===== src/rtl/dlfm_pkg.sv =====
// ----------------------------------------------------------------------------
// dlfm_pkg
// Shared types and fixed-point constants of the dense layer MAC core.
// ----------------------------------------------------------------------------
package dlfm_pkg;

   // fixed-point format of data items and accumulators
   localparam int DataW    = 16;
   localparam int FracBits = 12;
   localparam int AccW     = 40;
   localparam int ProdW    = 2 * DataW;

   // field widths of the request and result items
   localparam int KindW    = 2;
   localparam int NeuronW  = 4;
   localparam int ColumnW  = 6;
   localparam int IndexW   = 4;
   localparam int InCountW = 7;
   localparam int OutCountW = 5;

   // widest weight address the chain carries (largest input count)
   localparam int LinkAddrW = 10;

   // register reset values
   localparam logic [InCountW-1:0]  InCountReset  = 7'd64;
   localparam logic [OutCountW-1:0] OutCountReset = 5'd16;

   // request item kinds as they arrive on tuser
   typedef enum logic [KindW-1:0] {
      KIND_WEIGHT = 2'd0,
      KIND_BIAS   = 2'd1,
      KIND_ELEM   = 2'd2
   } req_kind_type;

   // what travels down the chain of cells
   typedef enum logic [1:0] {
      LK_NONE,
      LK_WEIGHT,
      LK_BIAS,
      LK_ELEM
   } link_kind_type;

   typedef struct packed {
      link_kind_type          kind;
      logic                   tail;
      logic [NeuronW-1:0]     neuron;
      logic [LinkAddrW-1:0]   addr;
      logic [DataW-1:0]       value;
   } link_type;

   // configuration register indexes
   typedef enum logic {
      CSR_IN_COUNT  = 1'b0,
      CSR_OUT_COUNT = 1'b1
   } csr_index_type;

   // top level sequencer states
   typedef enum logic [1:0] {
      ST_RUN,
      ST_WAIT,
      ST_DRAIN
   } state_type;

endpackage


===== src/rtl/dlfm_ram.sv =====
// ----------------------------------------------------------------------------
// dlfm_ram
// Simple dual-port RAM, one write and one registered read port.
// ----------------------------------------------------------------------------
module dlfm_ram #(
   parameter int WIDTH = 16,
   parameter int DEPTH = 64,
   localparam int AddrW = (DEPTH > 1) ? $clog2(DEPTH) : 1
) (
   input  logic             clock,
   input  logic             wr_en,
   input  logic [AddrW-1:0] wr_addr,
   input  logic [WIDTH-1:0] wr_data,
   input  logic [AddrW-1:0] rd_addr,
   output logic [WIDTH-1:0] rd_data
);

   logic [WIDTH-1:0] mem [DEPTH];
   logic [WIDTH-1:0] rd_data_ff;

   // write port
   always_ff @(posedge clock) begin
      if (wr_en) begin
         mem[wr_addr] <= wr_data;
      end
   end

   // registered read port
   always_ff @(posedge clock) begin
      rd_data_ff <= mem[rd_addr];
   end

   assign rd_data = rd_data_ff;

endmodule


===== src/rtl/dlfm_cell.sv =====
// ----------------------------------------------------------------------------
// dlfm_cell
// One output neuron: weight column, bias, multiply-accumulate and result
// register. Passes the link item and the result chain to its neighbors.
// ----------------------------------------------------------------------------
module dlfm_cell
   import dlfm_pkg::*;
#(
   parameter int CELL_INDEX = 0,
   parameter int DEPTH      = 64,
   localparam int AddrW     = (DEPTH > 1) ? $clog2(DEPTH) : 1
) (
   input  logic             clock,
   input  logic             reset,
   input  link_type         link_in,
   output link_type         link_out,
   input  logic             shift_en,
   input  logic [DataW-1:0] res_in,
   output logic [DataW-1:0] res_out
);

   localparam int SumW      = AccW + 2;
   localparam int ShW       = SumW - FracBits;
   localparam int RoundHalf = (FracBits > 0) ? (1 << (FracBits - 1)) : 0;
   localparam logic signed [ShW-1:0] SatHi = ShW'((1 << (DataW - 1)) - 1);
   localparam logic signed [ShW-1:0] SatLo = ~SatHi;

   // bias add, round half up, scale back and saturate
   function automatic logic [DataW-1:0] finish_value(
      input logic signed [AccW-1:0]  acc,
      input logic signed [DataW-1:0] bias
   );
      logic signed [SumW-1:0] sum;
      logic signed [ShW-1:0]  sh;
      sum = SumW'(acc) + (SumW'(bias) <<< FracBits) + SumW'(RoundHalf);
      sh  = ShW'(sum >>> FracBits);
      if (sh > SatHi) begin
         finish_value = DataW'(SatHi);
      end else if (sh < SatLo) begin
         finish_value = DataW'(SatLo);
      end else begin
         finish_value = DataW'(sh);
      end
   endfunction

   link_type                link_ff;
   logic                    mine;
   logic                    wr_en;
   logic [DataW-1:0]        weight;
   logic signed [ProdW-1:0] prod_ff;
   logic signed [ProdW-1:0] prod_in;
   logic                    prod_valid_ff;
   logic                    prod_tail_ff;
   logic signed [AccW-1:0]  acc_ff;
   logic signed [AccW-1:0]  acc_in;
   logic                    fin_ff;
   logic [DataW-1:0]        bias_ff;
   logic [DataW-1:0]        res_ff;
   logic [DataW-1:0]        res_in_sel;

   // load addressed to this neuron
   assign mine  = ({4'b0, link_in.neuron} == 8'(CELL_INDEX));
   assign wr_en = (link_in.kind == LK_WEIGHT) && mine;

   dlfm_ram #(
      .WIDTH (DataW),
      .DEPTH (DEPTH)
   ) u_weights (
      .clock   (clock),
      .wr_en   (wr_en),
      .wr_addr (link_in.addr[AddrW-1:0]),
      .wr_data (link_in.value),
      .rd_addr (link_in.addr[AddrW-1:0]),
      .rd_data (weight)
   );

   // link stage, handed to the next cell
   always_ff @(posedge clock) begin
      if (reset) begin
         link_ff.kind <= LK_NONE;
      end else begin
         link_ff.kind <= link_in.kind;
      end
      link_ff.tail   <= link_in.tail;
      link_ff.neuron <= link_in.neuron;
      link_ff.addr   <= link_in.addr;
      link_ff.value  <= link_in.value;
   end

   assign link_out = link_ff;

   // bias register
   always_ff @(posedge clock) begin
      if ((link_in.kind == LK_BIAS) && mine) begin
         bias_ff <= link_in.value;
      end
   end

   // product stage
   assign prod_in = $signed(weight) * $signed(link_ff.value);

   always_ff @(posedge clock) begin
      if (reset) begin
         prod_valid_ff <= 1'b0;
         prod_tail_ff  <= 1'b0;
      end else begin
         prod_valid_ff <= (link_ff.kind == LK_ELEM);
         prod_tail_ff  <= link_ff.tail;
      end
      prod_ff <= prod_in;
   end

   // accumulate, cleared once the result is captured
   always_comb begin
      acc_in = acc_ff;
      if (fin_ff) begin
         acc_in = '0;
      end else if (prod_valid_ff) begin
         acc_in = acc_ff + AccW'(prod_ff);
      end
   end

   always_ff @(posedge clock) begin
      if (reset) begin
         acc_ff <= '0;
         fin_ff <= 1'b0;
      end else begin
         acc_ff <= acc_in;
         fin_ff <= prod_valid_ff && prod_tail_ff;
      end
   end

   // result register: capture at vector end, else shift toward cell 0
   always_comb begin
      res_in_sel = res_ff;
      if (fin_ff) begin
         res_in_sel = finish_value(acc_ff, bias_ff);
      end else if (shift_en) begin
         res_in_sel = res_in;
      end
   end

   always_ff @(posedge clock) begin
      res_ff <= res_in_sel;
   end

   assign res_out = res_ff;

endmodule


===== config.mk =====
export PLATFORM = sky130hd
export DESIGN_NAME = dlfm_cell
export DESIGN_NICKNAME = d
export VERILOG_FILES = /design/src/rtl/dlfm_pkg.sv /design/src/rtl/dlfm_ram.sv /design/src/rtl/dlfm_cell.sv
export SDC_FILE = /design/constraint.sdc
export NUM_CORES = 2
export LEC_CHECK = 0
export BUFFER_PORTS_ARGS = -buffer_cell sky130_fd_sc_hd__clkbuf_2
export CAP_MARGIN = 20
export CORE_MARGIN = 2
export CORE_UTILIZATION = 57
export DETAILED_ROUTE_END_ITERATION = 6
export PLACE_DENSITY = 0.76
export SKIP_LAST_GASP = 1
export SYNTH_ARGS = -nofsm -noshare
export SYNTH_HDL_FRONTEND = slang
export SYNTH_SLANG_ARGS = --single-unit

===== constraint.sdc =====
create_clock -name clock -period 5.9 [get_ports clock]
set_input_delay 0 -clock clock [delete_from_list [all_inputs] [get_ports clock]]
set_output_delay 0 -clock clock [all_outputs]
set_load 0.01 [all_outputs]

## Word level (Yosys, flattened, before mapping)

Memory sizes are Yosys's and may differ from the RTL's. A register that Yosys moved wholly into a read port is not among the register bits.
Index checks and enable logic that the tools add are counted.
W data, S select, Z words.

- Register bits: 140
- RAM bits: 1024
- Input bits: 52
- Output and inout bits: 49
- Logic and storage cells: 34
- Memories: 1

- Add/subtract/negate cells: 3
- Multipliers: 1
- $lt $le $gt $ge: 2
- Equality and inequality tests: 3
- Multiplexer cells: 6
- Reductions and logical operators: 6

Memory list:

| name | words | width | rd ports | clocked after Yosys merged registers in | write ports | line | text |
|---|---|---|---|---|---|---|---|
| u_weights.mem | 64 | 16 | 1 | 1 | 1 | dlfm_ram.sv:18 | `logic [WIDTH-1:0] mem [DEPTH];` |

Operators with widths:

| kind | number |
|---|---|
| $mux W16 | 4 |
| $add A41 B13 Y42 const B | 1 |
| $add A40 B28 Y41 | 1 |
| $add A40 B32 Y40 | 1 |
| $mul A16 B16 Y32 | 1 |
| $gt A30 B16 Y1 const B | 1 |
| $lt A30 B16 Y1 const B | 1 |
| $eq A2 B2 Y1 const B | 2 |
| $logic_not A4 Y1 | 1 |
| $logic_and A1 B1 Y1 | 3 |
| $eq A2 B1 Y1 const B | 1 |
| $mux W1 | 2 |
| $reduce_bool A2 Y1 | 1 |
| $reduce_or A2 Y1 | 1 |

## Longest topological paths before layout

- Depth after elaboration: 6
- Depth in mapped cells: 25
- Depth with buffers taken out: 24

## Modules after synthesis

Synthesis repeated with hierarchy kept, for this count alone.

- Cell total of the unflattened synthesis: 3698
- Area total of the unflattened synthesis: 57460.1 um^2

Modules (own cells, without submodules):

| module | instances | cells each | area an instance (um^2) | seq. area each (um^2) |
|---|---|---|---|---|
| dlfm_ram | 1 | 1829 | 40042.2 | 31069.8 |
| dlfm_cell | 1 | 1869 | 17418.0 | 3123.0 |

## Worst setup path before layout

OpenSTA, ideal clock, no wires.

- Path type: register -> register
- Start: register link_ff, in the netlist link_out[7]
- End: register prod_ff[30]
- Setup time: 0.072 ns
- Data arrival time: 6.072 ns
- Data required time: 5.828 ns
- Setup slack: -0.244 ns
- Cell stages (with the launch flop): 23
- Path buffers: 1
- Clock period less this slack: 6.144 ns
- Cells stage by stage: dfxtp_1 -> clkbuf_1 -> nand2_1 -> fa_1 -> inv_1 -> fa_1 -> inv_1 -> fa_1 -> inv_1 -> fa_1 -> fa_1 -> inv_1 -> fa_1 -> inv_1 -> ha_1 -> or3_1 -> a2111o_1 -> o221ai_1 -> a311oi_1 -> o31ai_1 -> o21ai_0 -> a21oi_1 -> xnor2_1

- Word-level cells in the longest chain between the ends: 1

Ends and longest elaborated chain:

| item | line | text |
|---|---|---|
| start: declaration | dlfm_cell.sv:46 | `link_type link_ff;` |
| $mul A16 B16 Y32 | dlfm_cell.sv:100 | `assign prod_in = $signed(weight) * $signed(link_ff.value);` |
| via prod_in[30] | dlfm_cell.sv:51 | `logic signed [ProdW-1:0] prod_in;` |
| end signal: assignment | dlfm_cell.sv:110 | `prod_ff <= prod_in;` |
| end: declaration | dlfm_cell.sv:50 | `logic signed [ProdW-1:0] prod_ff;` |

The timed path passes the listed nets, and every way through them passes these cells.
A chain may end at the register's enable or synchronous reset.

## Worst setup path in the final report

- Start: register u_weights.rd_data_ff[15], in the netlist u_weights.rd_data[15], read port of u_weights.mem
- End: register prod_ff[26]

- Word-level cells in the longest chain between the ends: 1

Ends and longest elaborated chain:

| item | line | text |
|---|---|---|
| start: declaration | dlfm_ram.sv:19 | `logic [WIDTH-1:0] rd_data_ff;` |
| $mul A16 B16 Y32 | dlfm_cell.sv:100 |  |
| via prod_in[26] | dlfm_cell.sv:51 |  |

The timed path passes the listed nets, and every way through them passes these cells.

==> results.py <==
metrics = {
    "critical_path": {
        "r2r_start": "u_weights.rd_data[15]",
        "start_kind": "flip-flop",
        "reg2reg_depth": 20,
        "worstSetupPathType": "flip-flop to flip-flop",
        "r2r-end": "prod_ff[26]",
        "path_max_fanout": 15,
        "end_kind": "flip-flop",
        "cp.arrival_ns": 6.36,
        "r2r_setup_slack_ns": 0.12,
        "critPathRequiredTime_ns": 6.47,
    },
    "worst_hold_path": {
        "holdPathEnd": "link_out[17]",
        "min_from": "link_in[17]",
        "hold_class": "primary input to flip-flop",
        "holdPathStages": 2,
    },
    "sta": {
        "drv_slew": 0,
        "hold_viol_final": 0,
        "max_freq_mhz": 173,
        "worst_slack_ns": 0.116,
        "worstMarginPinSlew_ns": 1.06,
        "min_period_ns": 5.78,
        "rsz0062_at_grt": "true",
        "relSlewSlack": 0.286,
        "hold_ws_ns": 0.100,
        "setup_viol": 0,
        "period_share": 0.980,
        "clock-skew-final_ns": 0.0737,
    },
    "clock_network": {
        "cts_tree": "done",
        "cts.sinks": 1180,
        "cts_made_buffers": 113,
        "path_clk_slew_ns": 0.06,
        "clk_latency_ns": 0.73,
        "cts_root_buf": "clkbuf_16",
        "htreeDepth": 3,
        "clk_path_buf_depth": 3,
    },
    "finish": {
        "final_nets": 4639,
        "area_growth_pct": 14.2,
        "post-route-util": 0.657,
        "drive_gt1_frac": 0.142,
        "finalInstanceArea_sq_mm": 0.0626,
    },
    "yosys": {
        "seq_area_frac_synth": 0.624,
        "synth_edf_count": 1056,
        "synth_area_leaders": "edfxtp_1 58%, fa_1 9.6%, dfxtp_1 4.5%",
        "synth.avg_cell_area_sq_um": 14.2,
        "synthFlopType": "edfxtp_1",
        "synth_commonest_cells": "1056 x edfxtp_1, 313 x inv_1, 302 x a22oi_1",
        "synth-seq-cells": 1180,
        "synthArstFlopShare": 0,
        "ys_types": 86,
        "synth_top_cell_area_share": 0.579,
        "yosys.area.top_type": "edfxtp_1",
        "synth.most_common_cell": "edfxtp_1",
        "syn-num-nets": 4322,
        "syn_inst": 3857,
        "syn-cell-area_sq_mm": 0.0548,
        "ys_warn_count": 0,
    },
    "pwr": {
        "leakage_nw": 22.8,
        "p_int_mw": 21.9,
        "power.net_switching_mw": 13.3,
        "peakVddDrop_mv": 1.73,
        "swShare": 0.378,
        "combPwrFrac": 0.525,
        "seqPwrFrac": 0.274,
        "p_clk_frac": 0.201,
        "power_density_mw_per_mm2": 563,
        "finalPower_mw": 35.2,
    },
    "global_route": {
        "gr-total-overflow": 0,
        "antenna_found_initial": 8,
        "grt_pass1_vias": 35400,
        "grt_pass1_wl_microns": 215000,
        "grt_use_total": 0.292,
        "grt_max_degree": 105,
    },
    "placement": {
        "dp_hpwl_microns": 87900,
        "place_ws_ns": -0.150,
        "io_buffers": 100,
        "post_dp_cell_area_sq_mm": 0.0579,
        "gp_congestion": 0.901,
    },
    "die": {
        "core_area_sq_mm": 0.0952,
        "die-area_sq_mm": 0.0986,
        "ios": 101,
        "die_w_microns": 314,
        "start_util": 0.576,
        "placementRows": 113,
        "chipHeight_microns": 314,
    },
    "detailed_routing": {
        "viasPerCell": 6.38,
        "drt_drc_violations_left": 0,
        "postRouteAntennaNets": 0,
        "vias": 35300,
        "drt_iter0_markers": 4586,
        "dr.pass1.iters": 6,
        "drt-total-wl_microns": 143000,
        "wire_per_inst_microns": 25.9,
    },
    "job": {
        "maxCapViolCount": 0,
    },
    "outcome": {
        "status": "finished clean",
    },
}
==> registers in the layout, indices dropped and copies added (netlist names), 16 cells and up <==
signal	cells
link_out	33
u_weights.mem	1024
acc_ff	40
prod_ff	32
u_weights.rd_data	16
bias_ff	16
res_out	16
==> power groups by stage <==
stage          logic [mW]  registers, mW  clock network, mW
2_1_floorplan        11.3           9.75                  0
3_3_place_gp         16.4           9.82                  0
3_5_place_dp         16.6           9.82                  0
4_1_cts              17.0           9.64               7.12
5_1_grt              20.7           9.66               7.44
6_report             18.5           9.65               7.09
==> placed cells by master, fill, tap and decap left out, types with 113 or more instances in the layout <==
cell       instances
edfxtp_1        1056
inv_1            308
a22oi_1          302
fa_1             260
buf_4            210
nand2_1          199
nor2_1           163
ha_1             145
and2_1           127
a21oi_1          118
clkbuf_16        113
==> what timing repair did <==
item,4_1_cts,5_1_grt
gates resized for setup,7,73
setup buffers,2,8
pin swaps,6,39
hold buffers,61,0
endpoints found under the hold margin,397,0
endpoints found under the setup margin,4,12
==> worst max-delay path, cell delays in order (launching register included) <==
cell and delay (ns):
dfxtp_1 0.36, buf_6 0.18, nand2_1 0.10, inv_1 0.08, fa_1 0.48, buf_4 0.20
fa_2 0.57, buf_4 0.19, fa_1 0.47, fa_1 0.55, fa_1 0.52, inv_1 0.06
fa_1 0.47, inv_1 0.04, ha_1 0.37, nand3_1 0.16, a311oi_4 0.35, o31ai_4 0.12
buf_4 0.15, buf_4 0.12, xnor2_1 0.11
==> per-layer routing <==
metal	global-route usage	routed length, microns
met3	0.0505	14100
met5	0	13
met1	0.376	51900
met4	0.122	6240
met2	0.493	71200
==> metrics by stage <==
stage               instances  TNS (ns)
floorplan                3857         0
global placement         5251   -0.0221
detailed placement       5252    -0.354
CTS                      5523   -0.0378
global route             5532    -0.582
finish                   5533         0
==> worst max-delay path by stage <==
stage                                startpoint     endpoint  slack [ns]  cells past startpoint
after detailed placement   u_weights.rd_data[5]  prod_ff[27]       -0.15                     23
final                     u_weights.rd_data[15]  prod_ff[26]        0.12                     20
after global placement     u_weights.rd_data[7]  prod_ff[30]       -0.02                     21
after CTS                  u_weights.rd_data[8]  prod_ff[27]       -0.04                     22
after floorplan                    link_out[11]  prod_ff[27]        0.03                     22
after global routing       u_weights.rd_data[6]  prod_ff[30]       -0.13                     23
==> kinds of logic after synthesis <==
kind of cell | Yosys count | share of synthesized area
flip-flops | 1180 | 0.624
AO/OA/AOI/OAI | 974 | 0.132
AND/OR/NAND/NOR | 694 | 0.0629
buffers and inverters | 497 | 0.0345
adder cells (fa/ha/maj) | 413 | 0.130
XOR/XNOR | 78 | 0.0125
multiplexers | 21 | 0.00388
==> cell type report <==
cell class / instances / area, sq um
multi-input cells: 2180 / 19000
well taps: 1265 / 1580
repair buffers: 386 / 2920
clock buffers: 148 / 3000
flip-flops and latches: 1180 / 34200
diodes: 1 / 2.50
clock inverters: 60 / 649
inverters: 313 / 1170
fillers: 6453 / 32600
Note: power is estimated with default switching activity, not from simulation.
